`src/rtl/servo_pwm_button_stepper_with_readout_top_assert.svh`:
```
// ----------------------------------------------------------------------------
// Assertion macros for the servo PWM stepper
// Clocked assertion helpers, compiled out when ASSERT_OFF is defined.
// ----------------------------------------------------------------------------
`ifndef SERVO_PWM_BUTTON_STEPPER_WITH_READOUT_TOP_ASSERT_SVH
`define SERVO_PWM_BUTTON_STEPPER_WITH_READOUT_TOP_ASSERT_SVH

`ifndef ASSERT_OFF
// checked only outside reset
`define SPBSR_ASSERT(lbl, prop, msg) \
	lbl: assert property (@(posedge clk) disable iff (!arst_n) prop) else $error(msg);
// checked at every edge, reset included
`define SPBSR_ASSERT_ALL(lbl, prop, msg) \
	lbl: assert property (@(posedge clk) prop) else $error(msg);
`else
`define SPBSR_ASSERT(lbl, prop, msg)
`define SPBSR_ASSERT_ALL(lbl, prop, msg)
`endif

`endif

```
`src/rtl/spbsr_pkg.sv`:
```
// ----------------------------------------------------------------------------
// spbsr_pkg
// Shared types, register indexes, reset values and display helpers.
// ----------------------------------------------------------------------------
`default_nettype none

package spbsr_pkg;

	localparam int COUNT_WIDTH = 16;
	localparam int NUM_DIGITS  = 3;
	localparam int CMP_WIDTH   = (COUNT_WIDTH > 16) ? COUNT_WIDTH : 16;
	localparam int SEL_WIDTH   = $clog2(NUM_DIGITS);
	localparam logic [NUM_DIGITS-1:0] DIGIT_FIRST = NUM_DIGITS'(1 << (NUM_DIGITS - 1));

	typedef logic [2:0] cfg_index_t;
	localparam cfg_index_t CFG_PWM_TOP          = 3'd0;
	localparam cfg_index_t CFG_PULSE_MIN        = 3'd1;
	localparam cfg_index_t CFG_PULSE_MAX        = 3'd2;
	localparam cfg_index_t CFG_PULSE_STEP       = 3'd3;
	localparam cfg_index_t CFG_DEGREES_PER_STEP = 3'd4;
	localparam cfg_index_t CFG_DIGIT_HOLD_TICKS = 3'd5;

	localparam logic [15:0] RST_PWM_TOP          = 16'd39999;
	localparam logic [15:0] RST_PULSE_MIN        = 16'd1000;
	localparam logic [15:0] RST_PULSE_MAX        = 16'd5000;
	localparam logic [15:0] RST_PULSE_STEP       = 16'd200;
	localparam logic [7:0]  RST_DEGREES_PER_STEP = 8'd9;
	localparam logic [15:0] RST_DIGIT_HOLD_TICKS = 16'd4000;
	localparam logic [15:0] RST_COMPARE          = 16'd1000;
	localparam logic [1:0]  RST_BUTTONS          = 2'b11;

	typedef struct packed {
		logic up_button_level;
		logic down_button_level;
	} in_item_t;

	typedef struct packed {
		logic                  pwm_out;
		logic [6:0]            segments_n;
		logic [NUM_DIGITS-1:0] digit_enable;
		logic [15:0]           pulse_width;
		logic [7:0]            angle_degrees;
	} out_item_t;

	// Decimal digit of an 8-bit value: select 0 hundreds, 1 tens, else units
	function automatic logic [3:0] digit_of(input logic [7:0] a, input logic [SEL_WIDTH-1:0] sel);
		logic [1:0] hund;
		logic [7:0] rem;
		logic [3:0] tens;
		logic [7:0] units;
		hund = (a >= 8'd200) ? 2'd2 : ((a >= 8'd100) ? 2'd1 : 2'd0);
		rem = a - ((hund == 2'd2) ? 8'd200 : ((hund == 2'd1) ? 8'd100 : 8'd0));
		tens = 4'd0;
		for (int k = 1; k < 10; k++) begin
			if (rem >= 8'(10 * k))
				tens = 4'(k);
		end
		units = rem - 8'(tens) * 8'd10;
		case (sel)
			SEL_WIDTH'(0): digit_of = {2'b00, hund};
			SEL_WIDTH'(1): digit_of = tens;
			default:       digit_of = units[3:0];
		endcase
	endfunction

	// Active-low segment pattern, bit0 = a .. bit6 = g
	function automatic logic [6:0] seg_of(input logic [3:0] d);
		case (d)
			4'd0:    seg_of = 7'h40;
			4'd1:    seg_of = 7'h79;
			4'd2:    seg_of = 7'h24;
			4'd3:    seg_of = 7'h30;
			4'd4:    seg_of = 7'h19;
			4'd5:    seg_of = 7'h12;
			4'd6:    seg_of = 7'h02;
			4'd7:    seg_of = 7'h78;
			4'd8:    seg_of = 7'h00;
			4'd9:    seg_of = 7'h18;
			default: seg_of = 7'h7F;
		endcase
	endfunction

endpackage

`default_nettype wire

```
`src/rtl/spbsr_readout.sv`:
```
// ----------------------------------------------------------------------------
// spbsr_readout
// Multiplexed three-digit display: digit rotation timer and segment decode.
// ----------------------------------------------------------------------------
`default_nettype none

module spbsr_readout (
	input  logic                             clk,
	input  logic                             arst_n,
	input  logic                             step,
	input  logic [15:0]                      hold_ticks,
	input  logic [7:0]                       angle,
	output logic [6:0]                       segments_n,
	output logic [spbsr_pkg::NUM_DIGITS-1:0] digit_enable
);
	import spbsr_pkg::*;

	logic [15:0]          hold_q;
	logic [SEL_WIDTH-1:0] sel_q;
	logic [SEL_WIDTH-1:0] sel_next;
	logic [15:0]          hold_lim;
	logic [16:0]          hold_inc;
	logic                 roll;

	// a hold of zero behaves as one
	assign hold_lim = (hold_ticks == 16'd0) ? 16'd1 : hold_ticks;
	assign hold_inc = {1'b0, hold_q} + 17'd1;
	assign roll     = hold_inc >= {1'b0, hold_lim};
	assign sel_next = (sel_q == SEL_WIDTH'(NUM_DIGITS - 1)) ? '0 : sel_q + SEL_WIDTH'(1);

	assign segments_n   = seg_of(digit_of(angle, sel_q));
	assign digit_enable = DIGIT_FIRST >> sel_q;

	always_ff @(posedge clk or negedge arst_n) begin
		if (!arst_n) begin
			hold_q <= '0;
			sel_q  <= '0;
		end else if (step) begin
			if (roll) begin
				hold_q <= '0;
				sel_q  <= sel_next;
			end else begin
				hold_q <= hold_inc[15:0];
			end
		end
	end

endmodule

`default_nettype wire

```
`src/rtl/servo_pwm_button_stepper_with_readout_top.sv`:
```
// ----------------------------------------------------------------------------
// servo_pwm_button_stepper_with_readout_top
// Servo PWM with button-stepped pulse width and a decimal angle readout.
// ----------------------------------------------------------------------------
// Each transaction is one timer tick and yields one result transaction. The
// block takes a tick every clock unless the output stalls; a tick enters an
// input register and its result leaves from a result register. All
// state (PWM counter, compares, angle, display timer) updates in the cycle the
// tick moves from the input register to the result register, in one pass of
// short logic. A stalled output holds the result register and, once the input
// register is full too, drops in_ready. Configuration writes take effect at
// the clock edge on which cfg_we is high.
`default_nettype none

module servo_pwm_button_stepper_with_readout_top (
	input  logic                    clk,
	input  logic                    arst_n,
	input  logic                    in_valid,
	output logic                    in_ready,
	input  spbsr_pkg::in_item_t     in_item,
	output logic                    out_valid,
	input  logic                    out_ready,
	output spbsr_pkg::out_item_t    out_item,
	input  logic                    cfg_we,
	input  spbsr_pkg::cfg_index_t   cfg_index,
	input  logic [15:0]             cfg_data
);
	import spbsr_pkg::*;

	`include "servo_pwm_button_stepper_with_readout_top_assert.svh"

	// configuration
	logic [15:0] pwm_top_q, pulse_min_q, pulse_max_q, pulse_step_q, hold_ticks_q;
	logic [7:0]  dps_q;

	// pipeline
	logic      valid_s1;
	in_item_t  item_s1;
	logic      valid_s2;
	out_item_t res_s2;
	logic      adv_s1;

	// block state
	logic [COUNT_WIDTH-1:0] count_q;
	logic [15:0]            cmp_active_q;
	logic [15:0]            cmp_pend_q;
	logic [7:0]             angle_q;
	logic [1:0]             btn_before_q;

	logic [1:0]             levels;
	logic                   changed;
	logic                   up_take;
	logic                   dn_take;
	logic [15:0]            pend_up;
	logic [15:0]            pend_dn;
	logic [15:0]            pend_next;
	logic [7:0]             angle_next;
	logic                   pwm;
	logic                   wrap;
	logic [COUNT_WIDTH-1:0] count_next;
	logic [6:0]             segs;
	logic [NUM_DIGITS-1:0]  digits;

	assign adv_s1    = valid_s1 && (!valid_s2 || out_ready);
	assign in_ready  = !valid_s1 || adv_s1;
	assign out_valid = valid_s2;
	assign out_item  = res_s2;

	always_ff @(posedge clk or negedge arst_n) begin
		if (!arst_n) begin
			pwm_top_q    <= RST_PWM_TOP;
			pulse_min_q  <= RST_PULSE_MIN;
			pulse_max_q  <= RST_PULSE_MAX;
			pulse_step_q <= RST_PULSE_STEP;
			dps_q        <= RST_DEGREES_PER_STEP;
			hold_ticks_q <= RST_DIGIT_HOLD_TICKS;
		end else if (cfg_we) begin
			case (cfg_index)
				CFG_PWM_TOP:          pwm_top_q    <= cfg_data;
				CFG_PULSE_MIN:        pulse_min_q  <= cfg_data;
				CFG_PULSE_MAX:        pulse_max_q  <= cfg_data;
				CFG_PULSE_STEP:       pulse_step_q <= cfg_data;
				CFG_DEGREES_PER_STEP: dps_q        <= cfg_data[7:0];
				CFG_DIGIT_HOLD_TICKS: hold_ticks_q <= cfg_data;
				default: ;
			endcase
		end
	end

	// button handling: up step first, then down step on the updated compare
	always_comb begin
		levels   = {item_s1.down_button_level, item_s1.up_button_level};
		changed  = levels != btn_before_q;
		pend_up  = cmp_pend_q + pulse_step_q;
		pend_dn  = cmp_pend_q - pulse_step_q;
		up_take  = changed && !item_s1.up_button_level && (cmp_pend_q < pulse_max_q);
		dn_take  = changed && !item_s1.down_button_level &&
			(up_take ? (pend_up > pulse_min_q) : (cmp_pend_q > pulse_min_q));
		// both steps cancel out modulo 2^16
		case ({up_take, dn_take})
			2'b10: begin
				pend_next  = pend_up;
				angle_next = angle_q + dps_q;
			end
			2'b01: begin
				pend_next  = pend_dn;
				angle_next = angle_q - dps_q;
			end
			default: begin
				pend_next  = cmp_pend_q;
				angle_next = angle_q;
			end
		endcase
		pwm        = CMP_WIDTH'(count_q) <= CMP_WIDTH'(cmp_active_q);
		wrap       = CMP_WIDTH'(count_q) >= CMP_WIDTH'(pwm_top_q);
		count_next = wrap ? '0 : count_q + COUNT_WIDTH'(1);
	end

	spbsr_readout u_readout (
		.clk          (clk),
		.arst_n       (arst_n),
		.step         (adv_s1),
		.hold_ticks   (hold_ticks_q),
		.angle        (angle_next),
		.segments_n   (segs),
		.digit_enable (digits)
	);

	always_ff @(posedge clk or negedge arst_n) begin
		if (!arst_n) begin
			valid_s1     <= 1'b0;
			valid_s2     <= 1'b0;
			count_q      <= '0;
			cmp_active_q <= RST_COMPARE;
			cmp_pend_q   <= RST_COMPARE;
			angle_q      <= '0;
			btn_before_q <= RST_BUTTONS;
		end else begin
			if (in_ready)
				valid_s1 <= in_valid;
			if (adv_s1) begin
				valid_s2     <= 1'b1;
				count_q      <= count_next;
				cmp_pend_q   <= pend_next;
				angle_q      <= angle_next;
				btn_before_q <= levels;
				if (wrap)
					cmp_active_q <= pend_next;
			end else if (out_ready) begin
				valid_s2 <= 1'b0;
			end
		end
	end

	always_ff @(posedge clk) begin
		if (in_valid && in_ready)
			item_s1 <= in_item;
		if (adv_s1) begin
			res_s2.pwm_out       <= pwm;
			res_s2.segments_n    <= segs;
			res_s2.digit_enable  <= digits;
			res_s2.pulse_width   <= pend_next;
			res_s2.angle_degrees <= angle_next;
		end
	end

	`SPBSR_ASSERT_ALL(a_reset_empty, !arst_n |-> (!valid_s1 && !valid_s2), "pipeline not empty in reset")
	`SPBSR_ASSERT(a_digit_onehot, valid_s2 |-> $onehot(res_s2.digit_enable), "digit enable not one-hot")
	`SPBSR_ASSERT(a_pulse_track, valid_s2 |-> (res_s2.pulse_width == cmp_pend_q), "pulse width lost track of compare")
	`SPBSR_ASSERT(a_angle_track, valid_s2 |-> (res_s2.angle_degrees == angle_q), "angle readout lost track of angle")
	`SPBSR_ASSERT(a_advance, (valid_s1 && (!valid_s2 || out_ready)) |=> valid_s2, "tick did not reach result register")

endmodule

`default_nettype wire
```
`config.mk`:
```
export PLATFORM = sky130hd
export DESIGN_NAME = servo_pwm_button_stepper_with_readout_top
export DESIGN_NICKNAME = d
export VERILOG_FILES = /design/src/rtl/spbsr_pkg.sv /design/src/rtl/spbsr_readout.sv /design/src/rtl/servo_pwm_button_stepper_with_readout_top.sv
export VERILOG_INCLUDE_DIRS = /design/src /design/src/rtl
export SDC_FILE = /design/constraint.sdc
export NUM_CORES = 1
export LEC_CHECK = 0
export BUFFER_PORTS_ARGS = -buffer_cell sky130_fd_sc_hd__buf_2
export CELL_PAD_IN_SITES_DETAIL_PLACEMENT = 0
export CELL_PAD_IN_SITES_GLOBAL_PLACEMENT = 1
export CORE_MARGIN = 2
export CORE_UTILIZATION = 45
export DETAILED_ROUTE_END_ITERATION = 10
export PLACE_DENSITY_LB_ADDON = 0.1
export SYNTH_ARGS = -nofsm -noshare
export SYNTH_HDL_FRONTEND = slang
export SYNTH_HIERARCHICAL = 1
export SYNTH_SLANG_ARGS = --single-unit
```
`constraint.sdc`:
```
create_clock -name clk -period 9.6 [get_ports clk]
set_input_delay 0.96 -clock clk [delete_from_list [all_inputs] [get_ports clk]]
set_output_delay 0.96 -clock clk [all_outputs]
set_load 0.05 [all_outputs]
```
==> impl_results.html, run 1 <==
<table>
<tr><th>Metric</th><th>Value</th></tr>
<tr><th colspan="2">Floorplan</th></tr>
<tr><td>Horizontal extent of the die</td><td>179 um</td></tr>
<tr><td>Starting density of the core</td><td>0.454</td></tr>
<tr><td>Area of the die</td><td>32200 um2</td></tr>
<tr><td>Count of boundary I/O pins</td><td>63</td></tr>
<tr><td>Vert. Die Dim</td><td>179 um</td></tr>
<tr><td>Core Region</td><td>30400 um2</td></tr>
<tr><td>Row count</td><td>64</td></tr>
<tr><th colspan="2">GRT</th></tr>
<tr><td>Number of global-route vias before repair</td><td>10500</td></tr>
<tr><td>Global-route wire length before repair</td><td>58500 um</td></tr>
<tr><td>GR Util All Layers</td><td>0.234</td></tr>
<tr><td>GRT overflow</td><td>0</td></tr>
<tr><td>Largest net degree at the start of global routing</td><td>94</td></tr>
<tr><td>Number of antenna violations at the first check in global routing</td><td>0</td></tr>
<tr><th colspan="2">Clocking</th></tr>
<tr><td>Cts-stage hold buffer count</td><td>0</td></tr>
<tr><td>Number of clock buffers inserted by TritonCTS</td><td>24</td></tr>
<tr><td>Number of clock sinks</td><td>203</td></tr>
<tr><td>TritonCTS clock tree</td><td>done</td></tr>
<tr><td>Worst-Skew Late Latency</td><td>0.54 ns</td></tr>
<tr><td>Max Buffers Root-to-Sink</td><td>3</td></tr>
<tr><td>Clock transition at the registers of the reported paths</td><td>0.06 ns</td></tr>
<tr><td>Cell at the root of the clock tree</td><td>sky130_fd_sc_hd__clkbuf_16</td></tr>
<tr><td>H-tree depth</td><td>1</td></tr>
<tr><th colspan="2">Cells and area</th></tr>
<tr><td>Fill cells</td><td>2832</td></tr>
<tr><td>Share of post-route cells with drive strength above 1</td><td>0.242</td></tr>
<tr><td>Synthesis-to-finish area growth</td><td>16.9%</td></tr>
<tr><td>Final-stage net count</td><td>1733</td></tr>
<tr><td>Sequential cell area</td><td>5330 um2</td></tr>
<tr><td>Area occupied by multi-input gates</td><td>8070 um2</td></tr>
<tr><td>Antenna diode count</td><td>0</td></tr>
<tr><th colspan="2">Status</th></tr>
<tr><td>Outcome</td><td>finished, final reports clean</td></tr>
<tr><th colspan="2">Route</th></tr>
<tr><td>Via density per instance</td><td>5.52</td></tr>
<tr><td>Detailed Route Iter0 Violations</td><td>692</td></tr>
<tr><td>Drt total wl</td><td>36800 um</td></tr>
<tr><td>First-pass detailed-route iteration total</td><td>5</td></tr>
<tr><td>Per-cell routed wire length</td><td>18.7 um</td></tr>
<tr><td>Number of nets still failing antenna checks after routing</td><td>0</td></tr>
<tr><td>Post-route DRC violation count</td><td>0</td></tr>
<tr><td>Routed vias</td><td>10900</td></tr>
<tr><th colspan="2">Setup path</th></tr>
<tr><td>CP peak stage delay</td><td>0.43 ns</td></tr>
<tr><td>Crit start category</td><td>flop</td></tr>
<tr><td>Critical Path End Type</td><td>flop</td></tr>
<tr><td>Critical path type</td><td>reg2reg</td></tr>
<tr><td>Largest fanout on the critical path</td><td>5</td></tr>
<tr><td>Critical path required time</td><td>9.87 ns</td></tr>
<tr><td>Critical path data arrival time</td><td>9.50 ns</td></tr>
<tr><td>Slowest cell on the critical path</td><td>sky130_fd_sc_hd__or4_4</td></tr>
<tr><th colspan="2">Logic synthesis</th></tr>
<tr><td>Average cell area after synthesis</td><td>9.49 um2</td></tr>
<tr><td>Warnings from Yosys</td><td>6</td></tr>
<tr><td>Top cells by count, synth</td><td>162 x sky130_fd_sc_hd__nand2_1, 145 x sky130_fd_sc_hd__ha_1, 143 x sky130_fd_sc_hd__inv_1</td></tr>
<tr><td>Proportion of register bits with asynchronous set or reset after synthesis</td><td>0.818</td></tr>
<tr><td>Cell area after technology mapping</td><td>13800 um2</td></tr>
<tr><td>Predominant post-synthesis flop cell</td><td>sky130_fd_sc_hd__dfrtp_1</td></tr>
<tr><td>Synthesized instance count</td><td>1457</td></tr>
<tr><td>Area share of the leading cell type in the synthesized netlist</td><td>0.217</td></tr>
<tr><td>Synthesis-stage register bit count</td><td>203</td></tr>
<tr><td>Leading cell type by number of instances after synthesis</td><td>sky130_fd_sc_hd__nand2_1</td></tr>
<tr><td>Netlist cell types</td><td>94</td></tr>
<tr><td>Number of enable-type register cells in the synthesized netlist</td><td>37</td></tr>
<tr><td>Cell types occupying the most area after synthesis</td><td>sky130_fd_sc_hd__dfrtp_1 22%, sky130_fd_sc_hd__ha_1 13%, sky130_fd_sc_hd__dfstp_2 8.7%</td></tr>
<tr><td>Synthesized Nets</td><td>1633</td></tr>
<tr><td>Part of the Yosys area used for sequential elements</td><td>0.385</td></tr>
<tr><td>Yosys top cell by area</td><td>sky130_fd_sc_hd__dfrtp_1</td></tr>
<tr><th colspan="2">Place</th></tr>
<tr><td>Input/output buffers</td><td>62</td></tr>
<tr><td>Sum of net half-perimeters after detailed placement</td><td>27200 um</td></tr>
<tr><td>GPL Wtd Cong</td><td>0.916</td></tr>
<tr><th colspan="2">Hold path</th></tr>
<tr><td>Hold Path Class</td><td>reg2reg</td></tr>
<tr><th colspan="2">STA</th></tr>
<tr><td>Final hold slack</td><td>0.471 ns</td></tr>
<tr><td>Final hold violation count</td><td>0</td></tr>
<tr><td>Shortest period the worst path allows</td><td>9.22 ns</td></tr>
<tr><td>Unrepaired setup endpoints after global routing</td><td>yes</td></tr>
<tr><td>Fmax</td><td>0.108 GHz</td></tr>
<tr><td>Period Utilization, post-route</td><td>0.961</td></tr>
<tr><td>Final max-slew violation count</td><td>0</td></tr>
<tr><td>Final-report setup violation count</td><td>0</td></tr>
<tr><td>Slew headroom</td><td>0.224</td></tr>
<tr><td>Pin slew with the least headroom to its limit</td><td>1.16 ns</td></tr>
<tr><td>Clk_skew</td><td>0.0150 ns</td></tr>
<tr><th colspan="2">Flow run</th></tr>
<tr><td>Max_cap viols</td><td>0</td></tr>
</table>
## cells in the final DEF (no fill, tap or decap), types with 7 or more instances in the layout
master and n:
sky130_fd_sc_hd__and3_1 18, sky130_fd_sc_hd__clkbuf_16 25, sky130_fd_sc_hd__a21oi_1 51, sky130_fd_sc_hd__inv_1 137
sky130_fd_sc_hd__nand3_1 25, sky130_fd_sc_hd__a21oi_2 8, sky130_fd_sc_hd__o21a_1 9, sky130_fd_sc_hd__a31oi_1 17
sky130_fd_sc_hd__o31ai_1 10, sky130_fd_sc_hd__mux2_2 57, sky130_fd_sc_hd__nand2b_1 21, sky130_fd_sc_hd__nor2b_1 23
sky130_fd_sc_hd__edfxtp_1 37, sky130_fd_sc_hd__xor2_1 27, sky130_fd_sc_hd__nor4_1 9, sky130_fd_sc_hd__o21ai_2 8
sky130_fd_sc_hd__dfrtp_1 118, sky130_fd_sc_hd__o22ai_1 7, sky130_fd_sc_hd__a21o_1 29, sky130_fd_sc_hd__a211oi_1 8
sky130_fd_sc_hd__o21ai_0 106, sky130_fd_sc_hd__nor2_1 61, sky130_fd_sc_hd__ha_1 131, sky130_fd_sc_hd__xnor2_1 28
sky130_fd_sc_hd__ha_4 11, sky130_fd_sc_hd__buf_2 61, sky130_fd_sc_hd__buf_4 66, sky130_fd_sc_hd__nand4_1 31
sky130_fd_sc_hd__nor3_1 20, sky130_fd_sc_hd__dfstp_2 46, sky130_fd_sc_hd__mux2i_1 12, sky130_fd_sc_hd__o21bai_1 7
sky130_fd_sc_hd__nand2_1 162
## layout make-up
type | count | area share
Clock buffer | 29 | 0.0396
Clock inverter | 15 | 0.0142
Inverter | 145 | 0.0338
Multi-Input combinational cell | 1050 | 0.499
Sequential cell | 203 | 0.329
Tap cell | 396 | 0.0306
Timing Repair Buffer | 133 | 0.0537
## cell families after synthesis
logic type,count (synthesis),share of synthesized area
xor+xnor,60,0.0391
buf+inv,204,0.0603
fa+ha+maj,150,0.138
flops,203,0.385
mux,73,0.0591
compound gates,345,0.168
simple gates,422,0.150
## what timing repair did
action | 4_1_cts | 5_1_grt
gates resized for setup | 3 | 73
setup buffers | 1 | 9
pin swaps | 1 | 52
setup endpoints to repair | 5 | 7
## per-stage QoR
stage	worst slack (ns)	TNS [ns]	instance area, um2	util	cells
after global placement	0.143	0	14900	0.489	1918
after detailed placement	-0.136	-0.296	14900	0.489	1918
after global routing	-0.0454	-0.0930	16200	0.531	1971
final	0.378	0	16200	0.531	1971
after CTS	0.0207	0	15800	0.518	1963
after floorplan	0.000105	0	13900	-	1457
## state kept, by name (all words and copies together) (netlist names), 8 cells and up
register          count
angle_q               8
cmp_pend_q           16
hold_ticks_q         16
u_readout/hold_q     16
pulse_step_q         16
pwm_top_q            16
pulse_max_q          16
pulse_min_q          16
count_q              16
out_item             35
dps_q                 8
cmp_active_q         16
## path summary, 6_finish.rpt
| check | startpoint | endpoint | cells past startpoint | slack (ns) |
|---|---|---|---|---|
| max | pulse_step_q[1] | out_item[27] | 44 | 0.38 |
| min | btn_before_q[0] | btn_before_q[0] | 2 | 0.47 |
| max reg2reg | pulse_step_q[1] | out_item[27] | 44 | 0.38 |
| min reg2reg | btn_before_q[0] | btn_before_q[0] | 2 | 0.47 |
| max in group asynchronous | arst_n | angle_q[6] | 2 | 7.51 |
| min in group asynchronous | arst_n | u_readout/hold_q[13] | 1 | 0.51 |
## worst max-delay path, delay by kind of cell, from the launching register on
family                     cells  cell delay [ns]
DFF                            1             0.42
xor gates and xnor gates       4             0.74
buffers and inverters          4             0.31
AOI/OAI and AO/OA             17             3.43
adders and majority gates      8             2.16
and+or+nand+nor               11             1.89
## routing by layer
metal	vias up	GRT usage	routed length, um	share of wire
li1	5370	-	-	-
met1	5186	0.309	16400	0.45
met2	249	0.402	17900	0.49
met3	68	0.0240	1260	0.034
met4	0	0.0736	1250	0.034
met5	-	0	0	0
Power of run 1 is not shown: default switching activity piles up to over one toggle a cycle in this logic, so the estimate is an artifact.
==> run 2, diff against run 1 <==
--- a/config.mk
+++ b/config.mk
@@ -7,7 +7,7 @@
 export NUM_CORES = 1
 export LEC_CHECK = 0
 export BUFFER_PORTS_ARGS = -buffer_cell sky130_fd_sc_hd__buf_2
-export CELL_PAD_IN_SITES_DETAIL_PLACEMENT = 0
+export CELL_PAD_IN_SITES_DETAIL_PLACEMENT = 1
 export CELL_PAD_IN_SITES_GLOBAL_PLACEMENT = 1
 export CORE_MARGIN = 2
 export CORE_UTILIZATION = 45
==> run 2 against run 1 <==
Die area is the same. Setup slack lost 0.10 ns. Largest cell class unchanged. Clock skew shrank 0.0012 ns. Critical path type unchanged. Fmax shrank 1.1%. Via count grew 3.1%.
==> impl_results.html, run 2 (synthesis results as in run 1) <==
<table>
<tr><th>Metric</th><th>Value</th></tr>
<tr><th colspan="2">Floorplan</th></tr>
<tr><td>Count of boundary I/O pins</td><td>63</td></tr>
<tr><td>Row count</td><td>64</td></tr>
<tr><td>Starting density of the core</td><td>0.454</td></tr>
<tr><td>Area of the die</td><td>32200 um2</td></tr>
<tr><td>Core Region</td><td>30400 um2</td></tr>
<tr><td>Horizontal extent of the die</td><td>179 um</td></tr>
<tr><td>Vert. Die Dim</td><td>179 um</td></tr>
<tr><th colspan="2">GRT</th></tr>
<tr><td>Number of global-route vias before repair</td><td>11500</td></tr>
<tr><td>GR Util All Layers</td><td>0.251</td></tr>
<tr><td>Number of antenna violations at the first check in global routing</td><td>0</td></tr>
<tr><td>Global-route wire length before repair</td><td>63100 um</td></tr>
<tr><td>Largest net degree at the start of global routing</td><td>94</td></tr>
<tr><td>GRT overflow</td><td>0</td></tr>
<tr><th colspan="2">Setup path</th></tr>
<tr><td>Crit start category</td><td>flop</td></tr>
<tr><td>CP peak stage delay</td><td>0.45 ns</td></tr>
<tr><td>R2R Path Start</td><td>cmp_pend_q[1]</td></tr>
<tr><td>Critical Path Source</td><td>cmp_pend_q[1]</td></tr>
<tr><td>Critical path data arrival time</td><td>9.61 ns</td></tr>
<tr><td>Slowest cell on the critical path</td><td>sky130_fd_sc_hd__dfrtp_2</td></tr>
<tr><td>Largest fanout on the critical path</td><td>4</td></tr>
<tr><td>Critical path required time</td><td>9.88 ns</td></tr>
<tr><td>Critical path type</td><td>reg2reg</td></tr>
<tr><td>Dominant cell type by count on the critical path</td><td>sky130_fd_sc_hd__ha_4</td></tr>
<tr><td>Flop-to-flop setup slack</td><td>0.28 ns</td></tr>
<tr><td>Critical Path End Type</td><td>flop</td></tr>
<tr><th colspan="2">Clocking</th></tr>
<tr><td>Cts-stage hold buffer count</td><td>0</td></tr>
<tr><td>Max Buffers Root-to-Sink</td><td>3</td></tr>
<tr><td>H-tree depth</td><td>1</td></tr>
<tr><td>Cell at the root of the clock tree</td><td>sky130_fd_sc_hd__clkbuf_16</td></tr>
<tr><td>TritonCTS clock tree</td><td>done</td></tr>
<tr><td>Clock transition at the registers of the reported paths</td><td>0.06 ns</td></tr>
<tr><td>Number of clock buffers inserted by TritonCTS</td><td>25</td></tr>
<tr><td>Number of clock sinks</td><td>203</td></tr>
<tr><td>Worst-Skew Late Latency</td><td>0.53 ns</td></tr>
<tr><th colspan="2">Cells and area</th></tr>
<tr><td>Number of standard cells in the final layout excluding fillers</td><td>1989</td></tr>
<tr><td>Share of post-route cells with drive strength above 1</td><td>0.250</td></tr>
<tr><td>Synthesis-to-finish area growth</td><td>17.2%</td></tr>
<tr><td>Leading cell type in the layout, fill and taps excluded</td><td>sky130_fd_sc_hd__nand2_1</td></tr>
<tr><td>Leading cell types in the layout, fill and taps excluded</td><td>162 x sky130_fd_sc_hd__nand2_1, 139 x sky130_fd_sc_hd__inv_1, 130 x sky130_fd_sc_hd__ha_1, 118 x sky130_fd_sc_hd__dfrtp_1, 106 x sky130_fd_sc_hd__o21ai_0</td></tr>
<tr><td>Number of flip-flops under the largest register name</td><td>35</td></tr>
<tr><td>Finished layout cell area</td><td>16200 um2</td></tr>
<tr><td>Antenna diode count</td><td>0</td></tr>
<tr><td>Final-stage net count</td><td>1751</td></tr>
<tr><th colspan="2">STA</th></tr>
<tr><td>Pin slew with the least headroom to its limit</td><td>1.20 ns</td></tr>
<tr><td>Final max-slew violation count</td><td>0</td></tr>
<tr><td>Final-report setup violation count</td><td>0</td></tr>
<tr><td>Slew headroom</td><td>0.193</td></tr>
<tr><td>Period Utilization, post-route</td><td>0.971</td></tr>
<tr><td>Unrepaired setup endpoints after global routing</td><td>yes</td></tr>
<tr><td>Final hold violation count</td><td>0</td></tr>
<tr><td>Clk_skew</td><td>0.0138 ns</td></tr>
<tr><td>Setup TNS</td><td>0 ns</td></tr>
<tr><td>Shortest period the worst path allows</td><td>9.32 ns</td></tr>
<tr><td>Fmax</td><td>0.107 GHz</td></tr>
<tr><th colspan="2">Route</th></tr>
<tr><td>Routed vias</td><td>11200</td></tr>
<tr><td>First-pass detailed-route iteration total</td><td>5</td></tr>
<tr><td>Per-cell routed wire length</td><td>20.2 um</td></tr>
<tr><td>Number of nets still failing antenna checks after routing</td><td>0</td></tr>
<tr><td>Drt total wl</td><td>40200 um</td></tr>
<tr><td>Post-route DRC violation count</td><td>0</td></tr>
<tr><td>Via density per instance</td><td>5.64</td></tr>
<tr><td>Detailed Route Iter0 Violations</td><td>491</td></tr>
<tr><th colspan="2">Status</th></tr>
<tr><td>Outcome</td><td>finished, final reports clean</td></tr>
<tr><th colspan="2">Place</th></tr>
<tr><td>GPL Wtd Cong</td><td>0.916</td></tr>
<tr><td>Post-place instance area</td><td>14900 um2</td></tr>
<tr><td>Sum of net half-perimeters after detailed placement</td><td>29600 um</td></tr>
<tr><td>Dpl cells</td><td>1918</td></tr>
<tr><td>Input/output buffers</td><td>62</td></tr>
<tr><th colspan="2">Hold path</th></tr>
<tr><td>Hold Path Class</td><td>reg2reg</td></tr>
<tr><td>Start point of the worst hold path</td><td>btn_before_q[0]</td></tr>
<tr><th colspan="2">Flow run</th></tr>
<tr><td>Max_cap viols</td><td>0</td></tr>
</table>
-- run 2: metal layers --
metal  global-route usage  part of all wire  vias to the layer above
met5                    0                 0                        -
met4               0.0800             0.037                        0
met3               0.0227             0.026                       74
met2                0.447              0.50                      172
met1                0.321              0.44                     5572
li1                     -                 -                     5395
-- run 2: final timing paths --
check / endpoint / depth (start not counted)
max: out_item[27] / 44
min reg2reg: btn_before_q[0] / 2
min: btn_before_q[0] / 2
min in group asynchronous: u_readout/hold_q[11] / 1
max in group asynchronous: angle_q[4] / 2
max reg2reg: out_item[27] / 44
-- run 2: cell type report --
class                      instances  area, um2
multi-input combinational       1050       8100
clock buffer                      36        708
timing repair buffer             150        996
tap                              396        495
sequential                       203       5330
fill                            3468      14200
clock inverter                     9       41.3
inverter                         145        544
-- run 2: repair_timing --
| action | in CTS | in global routing |
|---|---|---|
| gates resized for setup | 5 | 76 |
| endpoints found under the setup margin | 6 | 7 |
| setup buffers | 2 | 25 |
| cloned | 0 | 0 |
| pin swaps | 2 | 55 |
-- run 2: stage by stage --
step	util	hold WS (ns)	setup slack, ns
after floorplan	-	0.449	0.000105
final	0.533	0.478	0.277
after global routing	0.533	0.509	-0.167
after CTS	0.515	0.484	0.00155
after global placement	0.489	0.460	0.143
after detailed placement	0.489	0.474	-0.167
-- run 2: critical path, delay by kind of cell, from the launching register on --
family	cells	cell delay, ns
and+or+nand+nor	11	1.72
adders and majority gates	8	2.16
muxes	1	0.20
AOI/OAI and AO/OA	19	3.89
xor gates and xnor gates	2	0.31
buffers and inverters	3	0.32
DFF	1	0.45
Power of run 2 is left out for the same reason.
